### src/rtl/core/crcfr_pkg.sv
// Package for the CRC-16 framed packet receiver: frame geometry, header codes,
// register indexes, the drain state type and the per-byte CRC update function.
// Depends on nothing; the frame buffer, the core and the testbench import it.
package crcfr_pkg;

   // Frame geometry.
   localparam int FRAME_LEN = 18;
   localparam int POS_W     = $clog2(FRAME_LEN);
   localparam int ADDR_W    = POS_W + 1;
   localparam int OUT_BYTES = 15;
   localparam int DRAIN_W   = $clog2(OUT_BYTES);
   localparam int CRC_W     = 16;

   // Configuration port geometry.
   localparam int CSR_ADDR_W = 3;
   localparam int CSR_DATA_W = 32;

   // Register indexes, taken from the word address bit.
   localparam logic REG_CRC_SEED = 1'b0;
   localparam logic REG_CRC_POLY = 1'b1;

   // Register reset values.
   localparam logic [CRC_W-1:0] CRC_SEED_RESET = 16'hFFFF;
   localparam logic [CRC_W-1:0] CRC_POLY_RESET = 16'h8408;

   // Header byte codes.
   localparam logic [7:0] HDR_FF = 8'd255;
   localparam logic [7:0] HDR_FE = 8'd254;
   localparam logic [7:0] HDR_FD = 8'd253;
   localparam logic [7:0] HDR_AA = 8'd170;
   localparam logic [7:0] HDR_BB = 8'd187;

   typedef logic [7:0] byte_type;

   typedef enum logic {
      DRAIN_IDLE,
      DRAIN_READ
   } drain_state_type;

   // True for a byte that opens a frame.
   function automatic logic is_header(input byte_type b);
      return b inside {HDR_FF, HDR_FE, HDR_FD, HDR_AA, HDR_BB};
   endfunction

   // One reflected table CRC step: the table entry is worked out bit by bit.
   function automatic logic [CRC_W-1:0] crc_byte_update(input logic [CRC_W-1:0] crc,
                                                        input byte_type          b,
                                                        input logic [CRC_W-1:0] poly);
      logic [CRC_W-1:0] t;
      t = {8'h00, crc[7:0] ^ b};
      for (int k = 0; k < 8; k++) begin
         if (t[0]) begin
            t = (t >> 1) ^ poly;
         end else begin
            t = t >> 1;
         end
      end
      return (crc >> 8) ^ t;
   endfunction

endpackage

### src/rtl/core/crcfr_req_if.sv
// Input channel of the framed receiver: one received byte per transaction.
// Depends on nothing.
interface crcfr_req_if;
   logic       valid;
   logic       ready;
   logic [7:0] rx_byte;

   modport source (output valid, output rx_byte, input ready);
   modport sink   (input valid, input rx_byte, output ready);
endinterface

### src/rtl/core/crcfr_rsp_if.sv
// Result channel of the framed receiver: the decoded fields of one good frame.
// Depends on nothing.
interface crcfr_rsp_if;
   logic               valid;
   logic               ready;
   logic        [7:0]  header_byte;
   logic signed [15:0] word_at_1;
   logic signed [15:0] word_at_3;
   logic signed [15:0] word_at_5;
   logic signed [15:0] word_at_7;
   logic signed [15:0] word_at_9;
   logic        [7:0]  byte_at_11;
   logic        [7:0]  byte_at_12;
   logic signed [15:0] word_at_13;

   modport source (output valid, output header_byte, output word_at_1, output word_at_3,
                   output word_at_5, output word_at_7, output word_at_9,
                   output byte_at_11, output byte_at_12, output word_at_13, input ready);
   modport sink   (input valid, input header_byte, input word_at_1, input word_at_3,
                   input word_at_5, input word_at_7, input word_at_9,
                   input byte_at_11, input byte_at_12, input word_at_13, output ready);
endinterface

### src/rtl/core/crcfr_frame_buf.sv
// Two-bank frame buffer: one bank collects the incoming frame while the other
// is read out. One write port, one read port with registered read data.
// Depends on crcfr_pkg.
module crcfr_frame_buf (
   input  logic                         clock,
   input  logic                         wr_en,
   input  logic                         wr_bank,
   input  logic [crcfr_pkg::POS_W-1:0]  wr_pos,
   input  logic [7:0]                   wr_data,
   input  logic                         rd_en,
   input  logic                         rd_bank,
   input  logic [crcfr_pkg::POS_W-1:0]  rd_pos,
   output logic [7:0]                   rd_data
);
   import crcfr_pkg::*;

   logic [7:0] mem [2**ADDR_W];
   logic [7:0] rd_data_ff;

   // Write the received byte at its bank and frame position.
   always_ff @(posedge clock) begin
      if (wr_en) begin
         mem[{wr_bank, wr_pos}] <= wr_data;
      end
   end

   // Synchronous read; the read data is registered.
   always_ff @(posedge clock) begin
      if (rd_en) begin
         rd_data_ff <= mem[{rd_bank, rd_pos}];
      end
   end

   assign rd_data = rd_data_ff;

endmodule

### src/rtl/core/crc16_framed_packet_receiver_core.sv
// Top level of the CRC-16 framed packet receiver.
// Depends on crcfr_pkg, crcfr_req_if, crcfr_rsp_if and crcfr_frame_buf.
//
// The req channel takes one received serial byte per transaction. While no
// frame is open, bytes other than a header code are dropped. A header opens
// an 18-byte frame whose bytes 0 to 15 run through a reflected CRC-16 that
// starts at crc_seed; bytes 16 and 17 must hold that CRC, low byte first.
// A good frame yields one rsp transaction with the header, the big-endian
// signed words and the two single bytes; a bad frame is dropped silently.
// Bytes are taken one per cycle while req.ready is high; each good frame moves
// collection to the other bank of the frame buffer. A good frame's bank is
// read out one byte a cycle; rsp.valid rises once its last byte is captured and
// the next frame fills the other bank, so frames sustain one byte per cycle.
// If the rsp side stalls, one result waits in the output register and up to
// two more good frames wait in the banks; req.ready falls only when the bank
// due to collect the next byte still holds an unread frame.
// Reset (synchronous, active high) closes any open frame, empties both banks
// and the output register, and restores crc_seed to 0xFFFF and
// crc_poly_reflected to 0x8408.
module crc16_framed_packet_receiver_core (
   input  logic                                clock,
   input  logic                                reset,
   crcfr_req_if.sink                           req,
   crcfr_rsp_if.source                         rsp,
   input  logic                                psel,
   input  logic                                penable,
   input  logic                                pwrite,
   input  logic [crcfr_pkg::CSR_ADDR_W-1:0]    paddr,
   input  logic [crcfr_pkg::CSR_DATA_W-1:0]    pwdata,
   output logic [crcfr_pkg::CSR_DATA_W-1:0]    prdata,
   output logic                                pready
);
   import crcfr_pkg::*;

   localparam logic [POS_W-1:0]   POS_CRC_END = POS_W'(FRAME_LEN - 2);
   localparam logic [POS_W-1:0]   POS_LAST    = POS_W'(FRAME_LEN - 1);
   localparam logic [DRAIN_W-1:0] DRAIN_LAST  = DRAIN_W'(OUT_BYTES - 1);

   // Configuration registers.
   logic [CRC_W-1:0] crc_seed_ff;
   logic [CRC_W-1:0] crc_poly_ff;

   // Frame collection state.
   logic             in_frame_ff;
   logic [POS_W-1:0] byte_count_ff;
   logic [CRC_W-1:0] running_crc_ff;
   byte_type         last_byte_ff;
   logic             wr_bank_ff;
   logic [1:0]       pending_ff;
   logic [1:0]       pending_in;

   // Readout state.
   drain_state_type  drain_state_ff;
   drain_state_type  drain_state_in;
   logic [DRAIN_W-1:0] drain_idx_ff;
   logic [DRAIN_W-1:0] drain_idx_in;
   logic             rd_bank_ff;
   logic             cap_valid_ff;
   logic [DRAIN_W-1:0] cap_idx_ff;
   byte_type         out_bytes_ff [OUT_BYTES];
   logic             rsp_valid_ff;

   logic             req_fire;
   logic             take;
   logic [POS_W-1:0] pos;
   logic [CRC_W-1:0] crc_base;
   logic [CRC_W-1:0] crc_next;
   logic             frame_end;
   logic             crc_pass;
   logic             rd_en;
   byte_type         rd_data;
   logic             cap_last;
   logic             csr_write;

   // Configuration port: writes complete in the access phase, no wait states.
   assign pready    = 1'b1;
   assign csr_write = psel && penable && pwrite && pready;

   always_comb begin
      case (paddr[2])
         REG_CRC_SEED: prdata = CSR_DATA_W'(crc_seed_ff);
         REG_CRC_POLY: prdata = CSR_DATA_W'(crc_poly_ff);
         default:      prdata = '0;
      endcase
   end

   always_ff @(posedge clock) begin
      if (reset) begin
         crc_seed_ff <= CRC_SEED_RESET;
         crc_poly_ff <= CRC_POLY_RESET;
      end else if (csr_write) begin
         case (paddr[2])
            REG_CRC_SEED: crc_seed_ff <= pwdata[CRC_W-1:0];
            REG_CRC_POLY: crc_poly_ff <= pwdata[CRC_W-1:0];
            default: ;
         endcase
      end
   end

   // Input side: a byte is stored when a frame is open or it opens one.
   assign req.ready = !pending_ff[wr_bank_ff];
   assign req_fire  = req.valid && req.ready;
   assign take      = req_fire && (in_frame_ff || is_header(req.rx_byte));
   assign pos       = in_frame_ff ? byte_count_ff : '0;
   assign crc_base  = in_frame_ff ? running_crc_ff : crc_seed_ff;
   assign crc_next  = crc_byte_update(crc_base, req.rx_byte, crc_poly_ff);
   assign frame_end = take && (pos == POS_LAST);

   // The CRC is final by the last byte; byte 16 sits in last_byte_ff.
   assign crc_pass  = (running_crc_ff[7:0] == last_byte_ff) &&
                      (running_crc_ff[15:8] == req.rx_byte);

   always_ff @(posedge clock) begin
      if (reset) begin
         in_frame_ff   <= 1'b0;
         byte_count_ff <= '0;
         wr_bank_ff    <= 1'b0;
      end else if (take) begin
         if (frame_end) begin
            in_frame_ff   <= 1'b0;
            byte_count_ff <= '0;
            if (crc_pass) begin
               wr_bank_ff <= !wr_bank_ff;
            end
         end else begin
            in_frame_ff   <= 1'b1;
            byte_count_ff <= pos + POS_W'(1);
         end
      end
   end

   // Running CRC over bytes 0 to 15; the previous byte carries no reset.
   always_ff @(posedge clock) begin
      if (reset) begin
         running_crc_ff <= CRC_SEED_RESET;
      end else if (take && (pos < POS_CRC_END)) begin
         running_crc_ff <= crc_next;
      end
   end

   always_ff @(posedge clock) begin
      if (take) begin
         last_byte_ff <= req.rx_byte;
      end
   end

   // Bank ownership: a good frame marks its bank, a finished readout frees it.
   always_comb begin
      pending_in = pending_ff;
      if (frame_end && crc_pass) begin
         pending_in[wr_bank_ff] = 1'b1;
      end
      if (cap_last) begin
         pending_in[rd_bank_ff] = 1'b0;
      end
   end

   always_ff @(posedge clock) begin
      if (reset) begin
         pending_ff <= '0;
      end else begin
         pending_ff <= pending_in;
      end
   end

   // Readout sequencer state register.
   always_ff @(posedge clock) begin
      if (reset) begin
         drain_state_ff <= DRAIN_IDLE;
         drain_idx_ff   <= '0;
      end else begin
         drain_state_ff <= drain_state_in;
         drain_idx_ff   <= drain_idx_in;
      end
   end

   // Readout sequencer: reads bytes 0 to 14 of a good frame once the output
   // register is free.
   always_comb begin
      drain_state_in = drain_state_ff;
      drain_idx_in   = drain_idx_ff;
      rd_en          = 1'b0;
      case (drain_state_ff)
         DRAIN_IDLE: begin
            drain_idx_in = '0;
            if (pending_ff[rd_bank_ff] && !rsp_valid_ff && !cap_valid_ff) begin
               drain_state_in = DRAIN_READ;
            end
         end
         DRAIN_READ: begin
            rd_en        = 1'b1;
            drain_idx_in = drain_idx_ff + DRAIN_W'(1);
            if (drain_idx_ff == DRAIN_LAST) begin
               drain_state_in = DRAIN_IDLE;
               drain_idx_in   = '0;
            end
         end
         default: begin
            drain_state_in = DRAIN_IDLE;
            drain_idx_in   = '0;
         end
      endcase
   end

   crcfr_frame_buf u_frame_buf (
      .clock   (clock),
      .wr_en   (take),
      .wr_bank (wr_bank_ff),
      .wr_pos  (pos),
      .wr_data (req.rx_byte),
      .rd_en   (rd_en),
      .rd_bank (rd_bank_ff),
      .rd_pos  (POS_W'(drain_idx_ff)),
      .rd_data (rd_data)
   );

   // Read data lands in the cycle after the read; track which byte it is.
   always_ff @(posedge clock) begin
      if (reset) begin
         cap_valid_ff <= 1'b0;
      end else begin
         cap_valid_ff <= rd_en;
      end
   end

   always_ff @(posedge clock) begin
      cap_idx_ff <= drain_idx_ff;
   end

   assign cap_last = cap_valid_ff && (cap_idx_ff == DRAIN_LAST);

   always_ff @(posedge clock) begin
      if (cap_valid_ff) begin
         out_bytes_ff[cap_idx_ff] <= rd_data;
      end
   end

   // Bank pointer for readout follows the collection order.
   always_ff @(posedge clock) begin
      if (reset) begin
         rd_bank_ff <= 1'b0;
      end else if (cap_last) begin
         rd_bank_ff <= !rd_bank_ff;
      end
   end

   // Output register: set when the last byte is captured, cleared on transfer.
   always_ff @(posedge clock) begin
      if (reset) begin
         rsp_valid_ff <= 1'b0;
      end else if (cap_last) begin
         rsp_valid_ff <= 1'b1;
      end else if (rsp.ready) begin
         rsp_valid_ff <= 1'b0;
      end
   end

   assign rsp.valid       = rsp_valid_ff;
   assign rsp.header_byte = out_bytes_ff[0];
   assign rsp.word_at_1   = {out_bytes_ff[1], out_bytes_ff[2]};
   assign rsp.word_at_3   = {out_bytes_ff[3], out_bytes_ff[4]};
   assign rsp.word_at_5   = {out_bytes_ff[5], out_bytes_ff[6]};
   assign rsp.word_at_7   = {out_bytes_ff[7], out_bytes_ff[8]};
   assign rsp.word_at_9   = {out_bytes_ff[9], out_bytes_ff[10]};
   assign rsp.byte_at_11  = out_bytes_ff[11];
   assign rsp.byte_at_12  = out_bytes_ff[12];
   assign rsp.word_at_13  = {out_bytes_ff[13], out_bytes_ff[14]};

endmodule

### src/flat_wrapper.sv
// flat-port wrapper written by rule: the top's interface ports become plain ports
module crc16_framed_packet_receiver_core_flat import crcfr_pkg::*;
  (clock, reset, psel, penable, pwrite, paddr, pwdata, prdata, pready, req_valid, req_rx_byte, req_ready, rsp_valid, rsp_header_byte, rsp_word_at_1, rsp_word_at_3, rsp_word_at_5, rsp_word_at_7, rsp_word_at_9, rsp_byte_at_11, rsp_byte_at_12, rsp_word_at_13, rsp_ready);
  crcfr_req_if req_i ();
  crcfr_rsp_if rsp_i ();
  input  logic clock;
  input  logic reset;
  input  logic psel;
  input  logic penable;
  input  logic pwrite;
  input  logic [crcfr_pkg::CSR_ADDR_W-1:0] paddr;
  input  logic [crcfr_pkg::CSR_DATA_W-1:0] pwdata;
  output logic [crcfr_pkg::CSR_DATA_W-1:0] prdata;
  output logic pready;
  input wire logic [$bits(req_i.valid)-1:0] req_valid;
  input wire logic [$bits(req_i.rx_byte)-1:0] req_rx_byte;
  output wire logic [$bits(req_i.ready)-1:0] req_ready;
  output wire logic [$bits(rsp_i.valid)-1:0] rsp_valid;
  output wire logic [$bits(rsp_i.header_byte)-1:0] rsp_header_byte;
  output wire logic [$bits(rsp_i.word_at_1)-1:0] rsp_word_at_1;
  output wire logic [$bits(rsp_i.word_at_3)-1:0] rsp_word_at_3;
  output wire logic [$bits(rsp_i.word_at_5)-1:0] rsp_word_at_5;
  output wire logic [$bits(rsp_i.word_at_7)-1:0] rsp_word_at_7;
  output wire logic [$bits(rsp_i.word_at_9)-1:0] rsp_word_at_9;
  output wire logic [$bits(rsp_i.byte_at_11)-1:0] rsp_byte_at_11;
  output wire logic [$bits(rsp_i.byte_at_12)-1:0] rsp_byte_at_12;
  output wire logic [$bits(rsp_i.word_at_13)-1:0] rsp_word_at_13;
  input wire logic [$bits(rsp_i.ready)-1:0] rsp_ready;
  assign req_i.valid = req_valid;
  assign req_i.rx_byte = req_rx_byte;
  assign req_ready = req_i.ready;
  assign rsp_valid = rsp_i.valid;
  assign rsp_header_byte = rsp_i.header_byte;
  assign rsp_word_at_1 = rsp_i.word_at_1;
  assign rsp_word_at_3 = rsp_i.word_at_3;
  assign rsp_word_at_5 = rsp_i.word_at_5;
  assign rsp_word_at_7 = rsp_i.word_at_7;
  assign rsp_word_at_9 = rsp_i.word_at_9;
  assign rsp_byte_at_11 = rsp_i.byte_at_11;
  assign rsp_byte_at_12 = rsp_i.byte_at_12;
  assign rsp_word_at_13 = rsp_i.word_at_13;
  assign rsp_i.ready = rsp_ready;
  crc16_framed_packet_receiver_core u_core (.clock(clock), .reset(reset), .req(req_i), .rsp(rsp_i), .psel(psel), .penable(penable), .pwrite(pwrite), .paddr(paddr), .pwdata(pwdata), .prdata(prdata), .pready(pready));
endmodule
### config.mk
export PLATFORM = sky130hd
export DESIGN_NAME = crc16_framed_packet_receiver_core_flat
export DESIGN_NICKNAME = d
export VERILOG_FILES = /design/src/rtl/core/crcfr_pkg.sv /design/src/rtl/core/crcfr_req_if.sv /design/src/rtl/core/crcfr_rsp_if.sv /design/src/rtl/core/crcfr_frame_buf.sv /design/src/rtl/core/crc16_framed_packet_receiver_core.sv /design/src/flat_wrapper.sv
export SDC_FILE = /design/constraint.sdc
export NUM_CORES = 1
export LEC_CHECK = 0
export ABC_CLOCK_PERIOD_IN_PS = 4900
export BUFFER_PORTS_ARGS = -buffer_cell sky130_fd_sc_hd__buf_4
export CAP_MARGIN = 10
export CORE_UTILIZATION = 45
export CTS_CLUSTER_DIAMETER = 120
export DETAILED_ROUTE_END_ITERATION = 8
export HOLD_SLACK_MARGIN = 0.15
export PLACE_DENSITY_LB_ADDON = 0.3
export SYNTH_ARGS = -nofsm -noshare
export SYNTH_HDL_FRONTEND = slang
export SYNTH_HIERARCHICAL = 1
export SYNTH_SLANG_ARGS = --single-unit
### constraint.sdc
create_clock -name clock -period 4.9 [get_ports clock]
set_input_delay 0.735 -clock clock [delete_from_list [all_inputs] [get_ports clock]]
set_output_delay 0.735 -clock clock [all_outputs]
set_load 0.01 [all_outputs]
==> flow_summary.json, run 1 <==
{
  "drive_gt1_share_pct": 27.0,
  "p_int_mw": 10.0,
  "clk_pin_slew_worst_paths_ns": 0.06,
  "hold_path_depth": 3,
  "clock_skew_ns": 0.0309,
  "via_count": 17200,
  "dr.max_layer_used": "met4",
  "worstHoldPathType": "in2reg",
  "grt_max_degree": 70,
  "fillers": 5239,
  "dr_wl_met2_mm": 35.8,
  "final-hold-violation-count": 0,
  "worst_slew_pin_slew_ns": 1.20,
  "async_flop_share_pct": 0,
  "fp.dieH_um": 260,
  "synth.avg_cell_area_um2": 16.4,
  "syn_to_final_growth_pct": 16.5,
  "avgViaCountPerCell": 5.72,
  "drtIter0Drc": 1492,
  "synth.top_cells.by_count": "edfxtp_1 (648), nand2_1 (161), mux4_2 (126), nor2_1 (120), xnor2_1 (95)",
  "routedWlPerCell_um": 24.3,
  "status": "finished, final reports clean",
  "power.leakage_nw": 11.2,
  "switchingPower_mw": 2.76,
  "yosysSeqAreaShare_pct": 69.4,
  "grt_pass1_vias": 16900,
  "fmax_ghz": 0.213,
  "crit_type": "reg2reg",
  "cts_tree": "done",
  "worst_setup_path_end_kind": "flop",
  "timing.final.crit_share_pct": 95.7,
  "antenna_found_initial": 2,
  "drv_cap": 0,
  "clk-insertion-delay-late_ns": 0.62,
  "synth_area_leaders": "edfxtp_1 (65%), mux4_2 (9.5%), dfxtp_1 (4.6%), xnor2_1 (2.8%), mux2i_1 (2.2%)",
  "postSynthCellCount": 1833,
  "setup_viol_count_final": 0,
  "power_density_nw_per_um2": 365,
  "crit_fanout": 31,
  "setup_ws_ns": 0.211,
  "grt_usage_pct": 21.7,
  "final-instance-count-excl-fill": 3000,
  "crit_arrival_ns": 5.18,
  "antenna_left": 0,
  "synth_top_area_cell": "edfxtp_1",
  "clkSinkCount": 717,
  "critPathLaunchType": "flop",
  "synth_most_common_cell": "edfxtp_1",
  "drt-met1-wl_mm": 29.9,
  "wl_mm": 72.8,
  "setup_tns_ns": 0,
  "numCtsBuffers": 74,
  "seqPwrFrac_pct": 52.3,
  "grt_pass1_wl_mm": 109,
  "switching_share_pct": 21.7,
  "combPwrFrac_pct": 4.4,
  "drc": 0,
  "peakVddDrop_v": 0.000256,
  "yosysUniqueCellTypes": 75,
  "port_buffers": 169,
  "crit_required_ns": 5.39,
  "synth_edf_count": 648,
  "pre_cts_ws_ns": -0.00697,
  "synth_flop_cell": "edfxtp_1",
  "yosysWarnings": 6,
  "finalCriticalPeriod_ns": 4.69,
  "die_w_um": 260,
  "rsz0062_at_grt": "no",
  "h-tree-depth": 3,
  "reg2regPathDepth": 15,
  "syn_area_um2": 30000,
  "clkPwrFrac_pct": 43.4,
  "wl_met3_mm": 5.01,
  "dp_hpwl_mm": 46.6,
  "io_pins": 205,
  "cts_root_buf": "clkbuf_16",
  "maxSlewViolCount": 0,
  "yosysTopAreaCellShare_pct": 64.8,
  "coreArea_um2": 65900,
  "rows": 94,
  "clk_path_buf_depth": 3,
  "grt_remaining_overflow": 0,
  "start_util_pct": 45.6,
  "dp.cells": 2854,
  "drtPass1Iterations": 5,
  "maxSlewHeadroom_pct": 20.1,
  "layout.nets": 2129,
  "synth-seq-cells": 717,
  "dieArea_um2": 67700,
  "gp_congestion": 0.878
}
metal layers:
layer,track usage [%],vias to the layer above
met3,3.34,112
met4,7.24,0
li1,-,7539
met1,29.7,8872
met5,0,-
met2,35.6,648
through the flow:
stage                     hold WS, ns  total power [mW]  utilization [%]  instance area, um2
after floorplan                 0.372              7.15                -               30100
after global placement          0.444              7.33             49.3               32500
after detailed placement        0.465              7.34             49.3               32500
after CTS                       0.304              12.8             53.0               34900
after global routing            0.336              13.1             53.1               35000
final                           0.333              12.8             53.1               35000
worst max-delay path, stage by stage (launching register included):
cell and delay, ns:
dfxtp_1 0.53, mux2i_4 0.40, mux2_2 0.39, a31oi_1 0.21
nand3_1 0.18, and2_1 0.20, or4_4 0.43, a31o_4 0.25
buf_4 0.19, and4_4 0.19, or4_1 0.52, o211ai_2 0.11
xor2_2 0.09, buf_4 0.24, a2111oi_1 0.50, a311oi_1 0.08
final cells by class:
cell class / instances / area (um2) / area share [%]
Timing Repair Buffer: 272 / 2050 / 5.86
Tap cell: 864 / 1080 / 3.09
Clock buffer: 90 / 1950 / 5.59
Inverter: 13 / 48.8 / 0.140
Multi-Input combinational cell: 997 / 8510 / 24.3
Sequential cell: 717 / 20900 / 59.6
Antenna cell: 1 / 2.50 / 0.00716
Clock inverter: 46 / 464 / 1.33
kinds of logic (layout without fill, tap and decap cells):
group | after synthesis | count (layout) | synth area share (%)
DFF | 717 | 717 | 69.4
other | 2 | 23 | 0.0250
and+or+nand+nor | 461 | 461 | 6.99
buffers and inverters | 139 | 421 | 2.50
muxes | 228 | 228 | 13.1
xor gates and xnor gates | 126 | 126 | 3.94
AOI/OAI and AO/OA | 156 | 156 | 3.85
adders and majority gates | 4 | 4 | 0.167
registers in the layout, indices dropped and copies added (netlist names), 5 cells and up:
register	flops
u_core/u_frame_buf/mem	512
u_core/u_frame_buf/rd_data	8
u_core/out_bytes_ff	120
u_core/crc_seed_ff	16
u_core/crc_poly_ff	16
u_core/last_byte_ff	8
u_core/running_crc_ff	16
u_core/byte_count_ff	5
repair_timing:
item / CTS / global route
gates resized for setup: 1 / 0
pin swaps: 0 / 1
hold buffers: 0 / 0
setup endpoints to repair: 2 / 5
gates cloned: 0 / 0
setup buffers: 0 / 6
final timing paths:
check	startpoint	slack [ns]	to
setup / recovery	u_core/in_frame_ff	0.21	u_core/running_crc_ff[8]
hold / removal	pwdata[15]	0.33	u_core/crc_poly_ff[15]
setup reg to reg	u_core/in_frame_ff	0.21	u_core/running_crc_ff[8]
hold reg to reg	u_core/byte_count_ff[4]	0.48	u_core/byte_count_ff[4]
cell usage in the layout (no fill, tap or decap), drive strengths merged, types with 5 or more instances in the layout:
cell type and instances:
edfxtp 648, buf 271, nand2 161, mux4 126, nor2 120, xnor2 98
clkbuf 91, dfxtp 69, mux2i 68, nand3 61, nor3 38, a21oi 35
mux2 34, clkinv 29, o21ai 27, xor2 25, conb 22, nor2b 16
inv 16, and3 15, a2111oi 14, a311oi 12, nand2b 11, clkinvlp 9
nand4 8, o221ai 8, o22ai 8, a211oi 7, and2 7, nor4 6
a221oi 6, bufinv 5, a22oi 5, nand3b 5, o311ai 5
power groups by stage:
| stage | Sequential [mW] | Combinational [mW] | Clock (mW) |
|---|---|---|---|
| after floorplan | 6.79 | 0.360 | 0 |
| after global placement | 6.80 | 0.532 | 0 |
| after detailed placement | 6.80 | 0.546 | 0 |
| after CTS | 6.67 | 0.549 | 5.63 |
| after global routing | 6.67 | 0.605 | 5.84 |
| final | 6.67 | 0.558 | 5.54 |
Power figures use the tool's default switching activity.
==> run 2: changes to the inputs <==
--- a/config.mk
+++ b/config.mk
@@ -13,6 +13,7 @@
 export DETAILED_ROUTE_END_ITERATION = 8
 export HOLD_SLACK_MARGIN = 0.15
 export PLACE_DENSITY_LB_ADDON = 0.3
+export REMOVE_ABC_BUFFERS = 1
 export SYNTH_ARGS = -nofsm -noshare
 export SYNTH_HDL_FRONTEND = slang
 export SYNTH_HIERARCHICAL = 1
==> run 2 against run 1 <==
  * Sequential share of layout area is 0.31 points lower
  * Clock skew is 0.0023 ns higher
  * Via count shrank 1.7%
  * Die area did not move
  * Power is 0.46% higher
  * Worst setup slack improved by 0.25 ns
  * Register-to-register slack better by 0.25 ns
  * Core utilization rose by 0.28 points
  * Sequential power about the same
==> flow_summary.json, run 2 (synthesis results as in run 1) <==
{
  "drive_gt1_share_pct": 27.4,
  "postCtsSetupRepairBufs": 0,
  "timing.final.crit_share_pct": 90.6,
  "final_common_cell": "edfxtp_1",
  "maxSlewViolCount": 0,
  "hold_end": "u_core/crc_poly_ff[10]",
  "fp.dieH_um": 260,
  "drc": 0,
  "wl_mm": 68.7,
  "worst_setup_path_end_kind": "flop",
  "reg2regPathDepth": 14,
  "worstHoldPathType": "in2reg",
  "die_w_um": 260,
  "largestRegisters": "u_core/u_frame_buf/mem: 512 flops, u_core/out_bytes_ff: 120 flops",
  "ff_latch_area_um2": 20900,
  "cts_resized": 0,
  "crit_arrival_ns": 4.91,
  "numCtsBuffers": 72,
  "avgViaCountPerCell": 5.60,
  "final-hold-violation-count": 0,
  "path_cells": "mux2i_4 -> mux2_2 -> a31oi_1 -> nand3_1 -> and2_1 -> or4_4 -> a31o_4 -> and4_4 -> or4_1 -> o211ai_2 -> xor2_2 -> buf_12 -> a2111oi_0 -> a311oi_1",
  "syn_to_final_growth_pct": 17.1,
  "whs_ns": 0.349,
  "maxSlewHeadroom_pct": 28.5,
  "reg2reg_slack_ns": 0.46,
  "routedWlPerCell_um": 22.8,
  "largest-register": "u_core/u_frame_buf/mem",
  "finalCriticalPeriod_ns": 4.44,
  "peakVddDrop_v": 0.000226,
  "grt_pass1_vias": 16600,
  "grt_max_degree": 70,
  "rr_endpoint": "u_core/running_crc_ff[0]",
  "start_util_pct": 45.6,
  "h-tree-depth": 3,
  "power_density_nw_per_um2": 365,
  "grt_remaining_overflow": 0,
  "antenna_found_initial": 1,
  "rows": 94,
  "setup_viol_count_final": 0,
  "hold_path_depth": 3,
  "clk_path_buf_depth": 3,
  "dieArea_um2": 67700,
  "power.leakage_nw": 11.4,
  "via_count": 16900,
  "coreArea_um2": 65900,
  "fillers": 5218,
  "hp-start": "pwdata[10]",
  "grt_pass1_wl_mm": 102,
  "drv_cap": 0,
  "layout.nets": 2148,
  "cp_slowest_cell": "dfxtp_1",
  "port_buffers": 169,
  "dp_hpwl_mm": 44.5,
  "rsz0062_at_grt": "no",
  "multi_input_area_um2": 8500,
  "clk_pin_slew_worst_paths_ns": 0.06,
  "diodes": 0,
  "status": "finished, final reports clean",
  "gp_congestion": 0.831,
  "antenna_left": 0,
  "clk-insertion-delay-late_ns": 0.63,
  "drtIter0Drc": 1537,
  "cts_hold_buf": 0,
  "clkSinkCount": 717,
  "crit_required_ns": 5.37,
  "drtPass1Iterations": 7,
  "crit_path_max_incr_delay_ns": 0.52,
  "clock_skew_ns": 0.0333,
  "layout_common_cells": "edfxtp_1 (648), buf_4 (291), nand2_1 (161), mux4_2 (126), nor2_1 (119)",
  "critPathLaunchType": "flop",
  "postLayoutCellArea_um2": 35100,
  "crit_fanout": 31,
  "io_pins": 205,
  "cts_root_buf": "clkbuf_16",
  "crit_type": "reg2reg",
  "largest_reg_flops": 512,
  "fmax_ghz": 0.225,
  "cts_tree": "done",
  "grt_usage_pct": 20.3,
  "place_area_um2": 32700,
  "worst_slew_pin_slew_ns": 1.07,
  "r2r_start": "u_core/in_frame_ff"
}
run 2: cell types whose count changed in the layout (fill, tap and decap cells not counted), moves of 2 or more:
cell | previous run | this run
clkinv_1 | 8 | 17
inv_6 | 2 | 0
clkbuf_1 | 13 | 8
buf_4 | 270 | 291
bufinv_16 | 5 | 9
clkinvlp_4 | 8 | 1
clkinv_4 | 1 | 4
clkinv_2 | 16 | 12
run 2: stage by stage:
stage / setup TNS (ns) / worst slack (ns) / cells / util (%) / power [mW]
5_1_grt: 0 / 0.125 / 3017 / 53.4 / 13.2
3_5_place_dp: 0 / 0.375 / 2883 / 49.6 / 7.34
6_report: 0 / 0.459 / 3017 / 53.4 / 12.8
2_1_floorplan: -31.00 / -2.10 / 1727 / - / 7.10
3_3_place_gp: 0 / 0.460 / 2883 / 49.6 / 7.32
4_1_cts: 0 / 0.494 / 3016 / 53.3 / 12.9
run 2: area by class of cell:
cell class,count,area share [%]
clock buffers,84,5.47
repair buffers,293,6.29
multi-input cells,997,24.2
flip-flops and latches,717,59.3
clock inverters,49,1.51
inverters,13,0.139
well taps,864,3.08
run 2: critical path, delay by kind of cell, from the launching register on:
kind / cells / cell delay (ns)
multiplexers: 2 / 0.80
AND/OR/NAND/NOR: 5 / 1.55
buffers and inverters: 1 / 0.18
AO/OA/AOI/OAI: 5 / 1.14
flip-flops: 1 / 0.52
XOR/XNOR: 1 / 0.11
run 2: worst max-delay path by stage:
stage | cells past startpoint | from | slack (ns) | end
2_1_floorplan | 5 | u_core/drain_idx_ff[0] | -2.10 | u_core/u_frame_buf/rd_data[0]
3_3_place_gp | 14 | req_rx_byte[1] | 0.46 | u_core/running_crc_ff[3]
3_5_place_dp | 14 | req_rx_byte[1] | 0.38 | u_core/running_crc_ff[0]
4_1_cts | 14 | u_core/in_frame_ff | 0.49 | u_core/running_crc_ff[0]
5_1_grt | 14 | u_core/in_frame_ff | 0.12 | u_core/running_crc_ff[0]
6_report | 14 | u_core/in_frame_ff | 0.46 | u_core/running_crc_ff[0]
run 2: power breakdown:
part | internal, mW | leakage (nW) | switching, mW | total (mW)
Sequential | 6.65 | 6.38 | 0.0184 | 6.67
Clock | 3.31 | 1.20 | 2.30 | 5.61
Combinational | 0.201 | 3.79 | 0.341 | 0.542
Total | 10.2 | 11.4 | 2.66 | 12.8
run 2: layer usage:
metal | GRT usage [%] | vias to the layer above | wire (um) | part of all wire (%)
li1 | - | 7599 | - | -
met1 | 26.6 | 8550 | 28400 | 41
met2 | 34.4 | 630 | 34200 | 50
met3 | 3.51 | 106 | 4300 | 6.3
met4 | 6.29 | 0 | 1740 | 2.5
met5 | 0 | - | 0 | 0
